$ cat src/hdl/mbrtu_pkg.sv
// Shared types, constants and helpers for the Modbus RTU register slave.
// No dependencies; imported by every module of the block.
package mbrtu_pkg;

  localparam int unsigned HOLDING_COUNT = 16;
  localparam int unsigned INPUT_COUNT   = 16;
  localparam int unsigned FRAME_BYTES   = 256;
  localparam int unsigned FA_W          = $clog2(FRAME_BYTES);
  localparam int unsigned HA_W          = (HOLDING_COUNT > 1) ? $clog2(HOLDING_COUNT) : 1;
  localparam int unsigned IA_W          = (INPUT_COUNT > 1) ? $clog2(INPUT_COUNT) : 1;

  localparam logic [15:0] CRC_INIT = 16'hFFFF;
  localparam logic [15:0] CRC_POLY = 16'hA001;
  localparam logic [7:0]  EXC_FLAG = 8'h80;
  localparam logic [15:0] RD_QTY_MAX = 16'd125;
  localparam logic [15:0] WR_QTY_MAX = 16'd123;

  localparam logic [7:0] FN_RD_HOLD  = 8'h03;
  localparam logic [7:0] FN_RD_INPUT = 8'h04;
  localparam logic [7:0] FN_WR_SINGLE = 8'h06;
  localparam logic [7:0] FN_WR_MULTI = 8'h10;

  localparam logic [7:0] EXC_ILL_FUNC = 8'h01;
  localparam logic [7:0] EXC_ILL_ADDR = 8'h02;
  localparam logic [7:0] EXC_ILL_VAL  = 8'h03;

  typedef struct packed {
    logic [7:0] rx_byte;
    logic       frame_end;
  } in_word_t;

  typedef struct packed {
    logic [7:0] tx_byte;
    logic       tx_last;
  } out_word_t;

  typedef enum logic [4:0] {
    ST_RX,       // take frame bytes
    ST_RD,       // issue store read
    ST_CRC_LD,   // latch store byte into crc
    ST_CRC_BIT,  // one crc bit per cycle
    ST_HDR,      // load header fields, one byte per step
    ST_HDR_WT,
    ST_CHECK,    // decide response
    ST_WM_RD,    // write multiple: read data bytes
    ST_WM_WT,
    ST_WM_WR,
    ST_TX_GEN,   // build next tx byte
    ST_TX_CRC,   // feed it through crc
    ST_TX_OUT,   // present it
    ST_TX_RD,
    ST_TX_RDWT
  } state_t;

  // One step of the reflected CRC-16.
  function automatic logic [15:0] crc_bit(input logic [15:0] c);
    crc_bit = c[0] ? ((c >> 1) ^ CRC_POLY) : (c >> 1);
  endfunction

endpackage

$ cat src/hdl/mbrtu_crc.sv
// Bit-serial CRC-16 unit shared by frame check and response build.
// Depends on mbrtu_pkg.
module mbrtu_crc import mbrtu_pkg::*; (
  input  logic        clk,
  input  logic        rst_n,
  input  logic        init,
  input  logic        load,
  input  logic [7:0]  data,
  input  logic        step,
  output logic [15:0] crc
);

  logic [15:0] crc_r, crc_nxt;

  // Seed, xor a byte, or shift one bit
  always_comb begin
    crc_nxt = crc_r;
    if (init) begin
      crc_nxt = CRC_INIT;
    end else if (load) begin
      crc_nxt = crc_r ^ {8'h00, data};
    end else if (step) begin
      crc_nxt = crc_bit(crc_r);
    end
  end

  always_ff @(posedge clk) begin
    if (!rst_n) begin
      crc_r <= CRC_INIT;
    end else begin
      crc_r <= crc_nxt;
    end
  end

  assign crc = crc_r;

endmodule

$ cat src/hdl/modbus_rtu_register_slave_top.sv
// Modbus RTU register slave top level: frame store, sequencer, register files.
// Depends on mbrtu_pkg and mbrtu_crc.
// Takes one frame byte per word (one cycle each while receiving). At frame end
// the sequencer re-reads the stored frame and runs each byte but the closing CRC
// pair through the bit-serial CRC unit: a store read, a load, then shifts bit by
// bit. Each response byte is then built, loaded into the same CRC unit, shifted
// bit by bit and shown; bytes echoed from the store are first read back from the
// store, and the two CRC bytes skip the CRC unit. out_stall can hold each byte.
// in_stall is high from the closing byte until the last response word is taken,
// or until the frame is dropped if it gets no response. No clearing pass.
module modbus_rtu_register_slave_top import mbrtu_pkg::*; (
  input  logic       clk,
  input  logic       rst_n,
  input  logic       cfg_we,
  input  logic [7:0] cfg_wdata,
  input  logic       in_valid,
  output logic       in_stall,
  input  in_word_t   in_data,
  output logic       out_valid,
  input  logic       out_stall,
  output out_word_t  out_data
);

  state_t state_r, state_nxt;

  logic [7:0]  addr_r;
  logic [7:0]  fstore [FRAME_BYTES];
  logic [7:0]  rd_data_r;
  logic [FA_W-1:0] rd_addr;
  logic        rd_en;
  logic [8:0]  cnt_r, cnt_nxt;
  logic        ovf_r, ovf_nxt;
  logic [8:0]  len_r, len_nxt;
  logic [8:0]  idx_r, idx_nxt;
  logic [2:0]  bit_r, bit_nxt;
  logic [15:0] hreg_r [HOLDING_COUNT];
  logic [15:0] ireg_r [INPUT_COUNT];
  logic [7:0]  b0_r, b0_nxt, fn_r, fn_nxt, b2_r, b2_nxt, b3_r, b3_nxt;
  logic [7:0]  b4_r, b4_nxt, b5_r, b5_nxt, b6_r, b6_nxt, crl_r, crl_nxt;
  logic [7:0]  crh_r, crh_nxt;
  logic [7:0]  hi_r, hi_nxt;
  logic [2:0]  mode_r, mode_nxt;     // 0 exc, 1 read, 2 echo, 3 write multiple
  logic [7:0]  exc_r, exc_nxt;
  logic [8:0]  tlen_r, tlen_nxt;
  logic [7:0]  tb_r, tb_nxt;
  logic        crc_init, crc_load, crc_step;
  logic [7:0]  crc_data;
  logic [15:0] crc;
  logic        hwe;
  logic [HA_W-1:0] hwa;
  logic [15:0] hwd;
  logic        tx_loaded_r;

  localparam logic [2:0] M_EXC = 3'd0, M_READ = 3'd1, M_ECHO = 3'd2, M_WM = 3'd3;

  wire acc_in  = in_valid && !in_stall;
  wire acc_out = out_valid && !out_stall;
  wire [15:0] start = {b2_r, b3_r};
  wire [15:0] qty   = {b4_r, b5_r};
  wire [16:0] endr  = {1'b0, start} + {1'b0, qty};

  logic crc_load_f, crc_step_f;

  assign in_stall = (state_r != ST_RX);

  mbrtu_crc u_crc (
    .clk(clk), .rst_n(rst_n), .init(crc_init), .load(crc_load_f),
    .data(crc_data), .step(crc_step_f), .crc(crc)
  );

  // Hold the station address
  always_ff @(posedge clk) begin
    if (!rst_n) begin
      addr_r <= 8'd1;
    end else if (cfg_we) begin
      addr_r <= cfg_wdata;
    end
  end

  // Frame store: write on receive, registered read for the sequencer
  always_ff @(posedge clk) begin
    if (acc_in && cnt_r < 9'(FRAME_BYTES)) begin
      fstore[cnt_r[FA_W-1:0]] <= in_data.rx_byte;
    end
    if (rd_en) begin
      rd_data_r <= fstore[rd_addr];
    end
  end

  // Register files
  always_ff @(posedge clk) begin
    if (!rst_n) begin
      for (int i = 0; i < HOLDING_COUNT; i++) hreg_r[i] <= 16'(i);
      for (int i = 0; i < INPUT_COUNT; i++) ireg_r[i] <= 16'(2 * i);
    end else if (hwe) begin
      hreg_r[hwa] <= hwd;
    end
  end

  // Read data for response byte k (k = idx - 3)
  logic [15:0] rv;
  logic [7:0]  ri;
  always_comb begin
    ri = 8'(start) + 8'((idx_r - 9'd3) >> 1);
    if (fn_r == FN_RD_INPUT) begin
      rv = ireg_r[ri[IA_W-1:0]];
    end else begin
      rv = hreg_r[ri[HA_W-1:0]];
    end
  end

  // Next state
  always_comb begin
    state_nxt = state_r;
    case (state_r)
      ST_RX: begin
        if (acc_in && in_data.frame_end) state_nxt = ST_RD;
      end
      ST_RD: begin
        if (ovf_r || len_r < 9'd4) state_nxt = ST_RX;
        else state_nxt = ST_CRC_LD;
      end
      ST_CRC_LD:  state_nxt = ST_CRC_BIT;
      ST_CRC_BIT: begin
        if (bit_r == 3'd7) begin
          if (idx_r == len_r - 9'd3) state_nxt = ST_HDR;
          else state_nxt = ST_RD;
        end
      end
      ST_HDR:    state_nxt = ST_HDR_WT;
      ST_HDR_WT: begin
        if (idx_r == len_r - 9'd1) state_nxt = ST_CHECK;
        else state_nxt = ST_HDR;
      end
      ST_CHECK: begin
        state_nxt = ST_RX;
        if (b0_r == addr_r && crc == {crh_r, crl_r}) begin
          case (fn_r)
            FN_RD_HOLD, FN_RD_INPUT, FN_WR_SINGLE: begin
              if (len_r >= 9'd8) state_nxt = ST_TX_GEN;
            end
            FN_WR_MULTI: begin
              if (len_r >= 9'd9 && len_r >= 9'd9 + {1'b0, b6_r}) begin
                if (mode_nxt == M_WM) state_nxt = ST_WM_RD;
                else state_nxt = ST_TX_GEN;
              end
            end
            default: state_nxt = ST_TX_GEN;
          endcase
        end
      end
      ST_WM_RD: state_nxt = ST_WM_WT;
      ST_WM_WT: state_nxt = ST_WM_RD;
      ST_WM_WR: state_nxt = ST_TX_GEN;
      ST_TX_GEN: state_nxt = (mode_r == M_ECHO && idx_r < 9'd6 && idx_r >= 9'd2)
                             ? ST_TX_RD : ST_TX_CRC;
      ST_TX_RD:   state_nxt = ST_TX_RDWT;
      ST_TX_RDWT: state_nxt = ST_TX_CRC;
      ST_TX_CRC: begin
        if (idx_r >= tlen_r || bit_r == 3'd7) state_nxt = ST_TX_OUT;
      end
      ST_TX_OUT: begin
        if (acc_out) state_nxt = (idx_r == tlen_r + 9'd1) ? ST_RX : ST_TX_GEN;
      end
      default: state_nxt = ST_RX;
    endcase
    if (state_r == ST_WM_WT && idx_r == 9'd7 + {1'b0, b6_r}) state_nxt = ST_WM_WR;
  end

  // Datapath and outputs
  always_comb begin
    cnt_nxt = cnt_r; ovf_nxt = ovf_r; len_nxt = len_r;
    idx_nxt = idx_r; bit_nxt = bit_r;
    b0_nxt = b0_r; fn_nxt = fn_r; b2_nxt = b2_r; b3_nxt = b3_r;
    b4_nxt = b4_r; b5_nxt = b5_r; b6_nxt = b6_r; crl_nxt = crl_r; crh_nxt = crh_r;
    hi_nxt = hi_r; mode_nxt = mode_r; exc_nxt = exc_r; tlen_nxt = tlen_r; tb_nxt = tb_r;
    crc_init = 1'b0; crc_load = 1'b0; crc_step = 1'b0; crc_data = tb_r;
    rd_en = 1'b0; rd_addr = idx_r[FA_W-1:0];
    hwe = 1'b0; hwa = b3_r[HA_W-1:0]; hwd = {b4_r, b5_r};
    case (state_r)
      ST_RX: begin
        crc_init = 1'b1;
        if (acc_in) begin
          if (cnt_r < 9'(FRAME_BYTES)) cnt_nxt = cnt_r + 9'd1;
          else ovf_nxt = 1'b1;
          if (in_data.frame_end) begin
            len_nxt = (cnt_r < 9'(FRAME_BYTES)) ? cnt_r + 9'd1 : cnt_r;
            ovf_nxt = 1'b0;
            cnt_nxt = '0;
            idx_nxt = '0;
            if (cnt_r >= 9'(FRAME_BYTES)) len_nxt = 9'd0;
          end
        end
      end
      ST_RD: begin
        rd_en = 1'b1;
      end
      ST_CRC_LD: begin
        crc_load = 1'b1; crc_data = rd_data_r; bit_nxt = '0;
        if (idx_r == 9'd0) b0_nxt = rd_data_r;
      end
      ST_CRC_BIT: begin
        crc_step = 1'b1;
        bit_nxt = bit_r + 3'd1;
        if (bit_r == 3'd7) idx_nxt = idx_r + 9'd1;
        if (bit_r == 3'd7 && idx_r == len_r - 9'd3) idx_nxt = 9'd1;
      end
      ST_HDR: rd_en = 1'b1;
      ST_HDR_WT: begin
        case (idx_r)
          9'd1: fn_nxt = rd_data_r;
          9'd2: b2_nxt = rd_data_r;
          9'd3: b3_nxt = rd_data_r;
          9'd4: b4_nxt = rd_data_r;
          9'd5: b5_nxt = rd_data_r;
          9'd6: b6_nxt = rd_data_r;
          default: ;
        endcase
        if (idx_r == len_r - 9'd2) crl_nxt = rd_data_r;
        if (idx_r == len_r - 9'd1) crh_nxt = rd_data_r;
        // skip straight to the CRC bytes past the header
        if (idx_r == 9'd6 || idx_r >= len_r - 9'd2) idx_nxt = idx_r + 9'd1;
        else idx_nxt = idx_r + 9'd1;
        if (idx_r == 9'd6 && len_r > 9'd9) idx_nxt = len_r - 9'd2;
      end
      ST_CHECK: begin
        crc_init = 1'b1;
        idx_nxt = '0;
        mode_nxt = M_EXC; exc_nxt = EXC_ILL_FUNC; tlen_nxt = 9'd3;
        case (fn_r)
          FN_RD_HOLD, FN_RD_INPUT: begin
            if (qty == 16'd0 || qty > RD_QTY_MAX) exc_nxt = EXC_ILL_VAL;
            else if (endr > 17'((fn_r == FN_RD_HOLD) ? HOLDING_COUNT : INPUT_COUNT))
              exc_nxt = EXC_ILL_ADDR;
            else begin
              mode_nxt = M_READ; tlen_nxt = 9'd3 + {qty[7:0], 1'b0};
            end
          end
          FN_WR_SINGLE: begin
            if (start >= 16'(HOLDING_COUNT)) exc_nxt = EXC_ILL_ADDR;
            else begin
              mode_nxt = M_ECHO; tlen_nxt = 9'd6;
              hwe = (state_nxt == ST_TX_GEN);
            end
          end
          FN_WR_MULTI: begin
            if (qty == 16'd0 || qty > WR_QTY_MAX || {8'h00, b6_r} != {qty[14:0], 1'b0})
              exc_nxt = EXC_ILL_VAL;
            else if (endr > 17'(HOLDING_COUNT)) exc_nxt = EXC_ILL_ADDR;
            else begin
              mode_nxt = M_WM; tlen_nxt = 9'd6; idx_nxt = 9'd7;
            end
          end
          default: ;
        endcase
      end
      ST_WM_RD: rd_en = 1'b1;
      ST_WM_WT: begin
        idx_nxt = idx_r + 9'd1;
        // odd index carries the high byte, even index completes the register
        if (idx_r[0]) begin
          hi_nxt = rd_data_r;
        end else begin
          hwe = 1'b1;
          hwa = HA_W'(start + 16'((idx_r - 9'd7) >> 1) - 16'd0);
          hwd = {hi_r, rd_data_r};
        end
      end
      ST_WM_WR: begin
        idx_nxt = '0; mode_nxt = M_ECHO;
      end
      ST_TX_GEN: begin
        bit_nxt = '0;
        if (idx_r == 9'd0) tb_nxt = addr_r;
        else if (idx_r == tlen_r) tb_nxt = crc[7:0];
        else if (idx_r == tlen_r + 9'd1) tb_nxt = crc[15:8];
        else begin
          case (mode_r)
            M_EXC: tb_nxt = (idx_r == 9'd1) ? (fn_r | EXC_FLAG) : exc_r;
            M_READ: begin
              if (idx_r == 9'd1) tb_nxt = fn_r;
              else if (idx_r == 9'd2) tb_nxt = {qty[6:0], 1'b0};
              else tb_nxt = idx_r[0] ? rv[15:8] : rv[7:0];
            end
            default: tb_nxt = fn_r;
          endcase
        end
      end
      ST_TX_RD: rd_en = 1'b1;
      ST_TX_RDWT: tb_nxt = rd_data_r;
      ST_TX_CRC: begin
        // count shifts only once the byte has been xored in
        if (tx_loaded_r) bit_nxt = bit_r + 3'd1;
      end
      ST_TX_OUT: begin
        if (acc_out) idx_nxt = idx_r + 9'd1;
      end
      default: ;
    endcase
  end

  // CRC over response bytes: load on entry, then 8 shifts
  always_ff @(posedge clk) begin
    if (!rst_n) tx_loaded_r <= 1'b0;
    else tx_loaded_r <= (state_r == ST_TX_CRC) && (state_nxt == ST_TX_CRC);
  end

  assign crc_load_f = crc_load || ((state_r == ST_TX_CRC) && idx_r < tlen_r && !tx_loaded_r);
  assign crc_step_f = crc_step || ((state_r == ST_TX_CRC) && idx_r < tlen_r && tx_loaded_r);

  always_ff @(posedge clk) begin
    if (!rst_n) begin
      state_r <= ST_RX; cnt_r <= '0; ovf_r <= 1'b0; len_r <= '0;
      idx_r <= '0; bit_r <= '0; mode_r <= M_EXC; tlen_r <= '0;
    end else begin
      state_r <= state_nxt; cnt_r <= cnt_nxt; ovf_r <= ovf_nxt; len_r <= len_nxt;
      idx_r <= idx_nxt; bit_r <= bit_nxt; mode_r <= mode_nxt; tlen_r <= tlen_nxt;
    end
  end

  always_ff @(posedge clk) begin
    b0_r <= b0_nxt; fn_r <= fn_nxt; b2_r <= b2_nxt; b3_r <= b3_nxt;
    b4_r <= b4_nxt; b5_r <= b5_nxt; b6_r <= b6_nxt; crl_r <= crl_nxt; crh_r <= crh_nxt;
    hi_r <= hi_nxt; exc_r <= exc_nxt; tb_r <= tb_nxt;
  end

  assign out_valid        = (state_r == ST_TX_OUT);
  assign out_data.tx_byte = tb_r;
  assign out_data.tx_last = (idx_r == tlen_r + 9'd1);

  // Checks on the sequencer
  a_no_in_while_busy: assert property (@(posedge clk) disable iff (!rst_n)
    (state_r != ST_RX) |-> in_stall) else $error("input taken while busy");
  a_out_only_tx: assert property (@(posedge clk) disable iff (!rst_n)
    out_valid |-> (state_r == ST_TX_OUT)) else $error("stray output");
  a_last_ends: assert property (@(posedge clk) disable iff (!rst_n)
    (acc_out && out_data.tx_last) |=> (state_r == ST_RX)) else $error("no return");

endmodule

$ cat config.mk
export PLATFORM = sky130hd
export DESIGN_NAME = modbus_rtu_register_slave_top
export DESIGN_NICKNAME = d
export VERILOG_FILES = /design/src/hdl/mbrtu_pkg.sv /design/src/hdl/mbrtu_crc.sv /design/src/hdl/modbus_rtu_register_slave_top.sv
export SDC_FILE = /design/constraint.sdc
export NUM_CORES = 2
export LEC_CHECK = 0
export ABC_AREA = 1
export BUFFER_PORTS_ARGS = -buffer_cell sky130_fd_sc_hd__buf_2
export CELL_PAD_IN_SITES_DETAIL_PLACEMENT = 1
export CELL_PAD_IN_SITES_GLOBAL_PLACEMENT = 1
export CORE_MARGIN = 10
export CORE_UTILIZATION = 40
export CTS_BUF_LIST = sky130_fd_sc_hd__clkbuf_16
export CTS_CLUSTER_DIAMETER = 30
export DETAILED_ROUTE_END_ITERATION = 12
export HOLD_SLACK_MARGIN = 0.06
export PLACE_DENSITY = 0.73
export SLEW_MARGIN = 5
export SYNTH_ARGS = -nofsm -noshare
export SYNTH_HDL_FRONTEND = slang
export SYNTH_HIERARCHICAL = 1
export SYNTH_SLANG_ARGS = --single-unit
$ cat constraint.sdc
create_clock -name clk -period 4.5 [get_ports clk]
set_input_delay 0.9 -clock clk [delete_from_list [all_inputs] [get_ports clk]]
set_output_delay 0.9 -clock clk [all_outputs]
set_load 0.03 [all_outputs]
# Yosys cells after proc, flatten, opt, wreduce, memory -nomap -nowiden
# Memories as Yosys holds them, arrays and structs flattened. A register that Yosys moved wholly into a read port is not among the register bits.
# Cells that the tools add are included.
# Widths: inputs -> output; s select.
# totals
ff_bits,169
mem_bits_rw,2368
inputBits,22
output_inout_bits,11
mem_count,3
# op_classes
n_addsub,15
order_cmp,15
n_eq_ne,45
n_mux,86
n_bitwise,3
reduce_logical,56
# mem_list
memory,depth,width,read_ports,rd_clocked_by_memory_dff,write_ports,line,source
fstore,256,8,1,1,1,modbus_rtu_register_slave_top.sv:27,logic [7:0] fstore [FRAME_BYTES];
hreg_r,16,16,1,0,16,modbus_rtu_register_slave_top.sv:36,logic [15:0] hreg_r [HOLDING_COUNT];
ireg_r,16,4,1,0,16,modbus_rtu_register_slave_top.sv:37,logic [15:0] ireg_r [INPUT_COUNT];
# ops
op,n
$mux 16,7
$mux 9,11
$pmux 5 s15,1
$mux 8,8
$pmux 9 s7,1
$eq 9x9->1,6
$eq 5x4->1 const B,9
$gt 16x7->1 const B,2
$pmux 8 s2,2
$mux 5,6
$mux 4,7
$add 9x1->9 const B,3
$eq 9x3->1 const B,3
$mux 3,9
$pmux 9 s3,1
$reduce_and 2->1,12
$eq 5x3->1 const B,4
$eq 9x2->1 const B,2
$ge 9x4->1 const B,2
$ge 9x9->1,2
$lt 9x3->1 const B,2
$mux 1,18
$mux 2,9
$sub 9x2->9 const B,2
56 further kinds,91

# Logic depth before layout (Yosys ltp)
# depth
word_depth,22
ltp_mapped,29
ltp_nobuf,24

# Modules after synthesis
# The synthesis kept the hierarchy.
# modules_own_cells
module,instances,cells_per_inst,area_each_um2,seq_area_each_um2
modbus_rtu_register_slave_top,1,8750,103344.1,73270.3
mbrtu_crc,1,114,807.0,320.3

# Worst setup path after synthesis
# Ideal clock, no wire load.
# synth_path
path_type,flip-flop to flip-flop
startpoint,register idx_r[0]
endpoint,"memory hreg_r[12][0], enable pin"
setup_time_ps,372
arrival_time_ps,3882
t_required_ps,4128
setup_slack_ps,247
stages_incl_launch_ff,19
period_less_slack_ps,4253
path_cell_list,dfxtp_1 buf_2 inv_2 buf_2 clkbuf_1 clkbuf_1 buf_2 ha_1 ha_1 inv_1 clkbuf_1 clkbuf_1 nand2_1 o21ai_0 nand2_1 nor2_1 nand3_4 buf_6 nand2_1
# synth_lines
element,line,source
start: declaration,modbus_rtu_register_slave_top.sv:34,"logic [8:0] idx_r, idx_nxt;"
start signal: assignment,modbus_rtu_register_slave_top.sv:317,idx_r <= idx_nxt; bit_r <= bit_nxt; mode_r <= mode_nxt; tlen_r <= tlen_nxt;
end: declaration,modbus_rtu_register_slave_top.sv:36,

==> run summary <==
DIE AREA = 281,000 sq um
Power per Cell Area = 493 nW/um^2
Post-DRT Antenna Nets = 0
Final WL = 362 mm
Rows = 187
Share of cells above drive strength 1 = 12.8%
Core ar. = 259,000 sq um
Slew at the pin closest to its max-slew limit = 1.35 ns
Post-place setup slack = 0.341 ns
Data required, critical path = 5.14 ns
Initial antenna violation count = 16
Worst VDD drop = 0.000417 V
Synthesized Nets = 8,951
Top cells by area, synth = edfxtp_1 69%, nor2_1 6.9%, o21ai_0 5.5%
CTS tree = yes
Final Worst Setup Slack = 0.0541 ns
Vias in the first global route = 81,700
Mapped Avg Cell Area = 11.7 sq um
Share of flip-flops with an asynchronous set or reset = 0%
Max Fclk = 225 MHz
RSZ-0062 raised after global routing = false
Max-Slew Margin vs Limit = 9.05%
Iteration-0 DRC Markers = 8,846
Worst-path clk slew = 0.05 ns
Status = finished, final reports clean
Hold Path Depth = 3
Max cap viols = 0
Wire per inst = 28.0 um
Root buffer cell = clkbuf_16
Setup violators final = 0
Chip height = 530 um
Synth warn = 6
Mapped Area = 104,000 sq um
Drt via density = 5.95
Post-CTS setup buffers = 0
# DRC = 0
First-pass GRT wire length = 534 mm
Initial Util = 40.1%
I/O pin cnt = 33
Fin. Hold Viols = 0
RePlAce Congestion = 0.891
Setup Crit Path Kind = reg -> reg
TritonCTS buffer count = 462
H-tree levels = 5
Die X = 530 um
Leading area contributor after synthesis = edfxtp_1
Grt total ovfl = 0
Largest net degree at the start of global routing = 203
Leakage = 43.5 nW
Number of distinct library cells after synthesis = 70
Top cell type's share of synthesized area = 69.3%
Synthesized flop and latch total = 2,475
Count leader, synth = edfxtp_1
Clock sinks = 2,475
Hpwl dp = 211 mm
Final min period = 4.45 ns
Worst Path Max Fanout = 147
Max clock buf depth = 4
Cell depth of the worst flop-to-flop path = 10
Top_reg_cell synth = edfxtp_1
GRT Total Usage = 24.9%
Fin Setup TNS = 0 ns
Final Max Tran Viols = 0
Sequential-to-total area share from yosys stat = 70.7%
Crit path capture type = register
Area grow syn2layout = 20.4%
Fin crit share = 98.8%
Drt pass-1 iters = 6
PortBufs = 32
Post-synth EDFFs = 2,402
Cells after synthesis = 8,864
Arr. time, crit path = 5.09 ns
DR vias = 76,900
Hold WC Path Type = in -> reg
Worst Setup Start Kind = register
Commonest cells post-synth = 2,402 x edfxtp_1, 1,902 x nor2_1, 1,139 x o21ai_0
Layout Skew = 0.0715 ns
Worst skew pair latency = 0.93 ns
Final Net Count = 9,211
==> cells by family after synthesis <==
logic type	share of synthesized area [%]
muxes	0.0745
other	0.00360
buffers and inverters	3.33
AOI/OAI and AO/OA	10.9
adders and majority gates	0.802
xor gates and xnor gates	1.02
and+or+nand+nor	13.2
DFF	70.7
==> layout by cell type (no fill, tap or decap), types with 42 or more instances in the layout <==
cell,synthesis,final
xor2_1,69,69
o22ai_1,275,275
xnor2_1,43,42
inv_1,254,314
nand2_1,1002,988
ha_1,62,61
clkinv_1,6,88
nand3_1,258,255
o21ai_0,1139,1139
nor2_2,43,42
buf_4,8,294
o221ai_1,139,139
o2111ai_1,55,55
clkinvlp_4,0,43
clkinv_2,0,71
nand4_1,70,70
edfxtp_1,2402,2402
dfxtp_1,73,68
nor2_1,1902,1899
bufinv_16,0,83
a21oi_1,221,221
clkbuf_16,0,469
==> cell type report <==
class                      instances  area [sq um]
clock inverter                   387          4270
sequential                      2475         73600
tap                             3402          4260
inverter                         272          1050
multi-input combinational       5548         27200
clock buffer                     469         11700
timing repair buffer             365          3240
fill                           26600        134000
antenna                            6          15.0
==> path summary, 6_finish.rpt <==
path,from,to,slack (ns)
worst max register to register,idx_r[0],rd_data_r[0],0.05
worst min-delay path,cfg_wdata[0],addr_r[0],0.20
worst max-delay path,idx_r[0],rd_data_r[0],0.05
worst min register to register,bit_r[2],bit_r[2],0.48
==> metal layers <==
layer / routed length [um] / up-vias / track usage, %
li1: - / 32700 / -
met4: 16900 / 16 / 10.8
met5: 98 / - / 0
met3: 31700 / 985 / 5.23
met2: 174000 / 3917 / 41.3
met1: 140000 / 39400 / 31.5
==> timing repair <==
item                                    CTS  global route
resized for setup                         0             2
endpoints found under the setup margin    0            37
hold buffers                              0             0
==> power breakdown <==
part	switching [mW]	internal [mW]	leakage, nW
Sequential	0.0393	25.4	22.4
Combinational	0.575	0.113	13.2
Clock	12.1	23.6	7.95
Total	12.7	49.1	43.5
==> flip-flops by register name (all words and copies together), names as in the netlist, 9 cells and up <==
| register | flops |
|---|---|
| fstore | 2048 |
| hreg_r | 256 |
| u_crc/crc | 16 |
| cnt_r | 9 |
| idx_r | 9 |
| len_r | 9 |
| tlen_r | 9 |
==> worst max-delay path: stages, from the launching register on <==
cell and delay [ns]:
dfxtp_4 0.42, buf_12 0.41, buf_12 0.42, buf_4 0.62
o21ai_0 0.20, o22ai_1 0.28, o311ai_0 0.26, a31oi_1 0.48
o21ai_1 0.23, buf_4 0.20, a31oi_1 0.30
==> per-stage QoR <==
stage	instances	total power [mW]	hold slack, ns	area, sq um	utilization, %
global route	12900	63.1	0.164	125000	48.3
global placement	12100	26.5	0.456	109000	42.1
detailed placement	12100	26.5	0.472	109000	42.1
CTS	12900	62.0	0.140	125000	48.3
finish	12900	61.8	0.199	125000	48.3
floorplan	8864	26.0	0.449	104000	-
(Power assumes the default switching activity.)
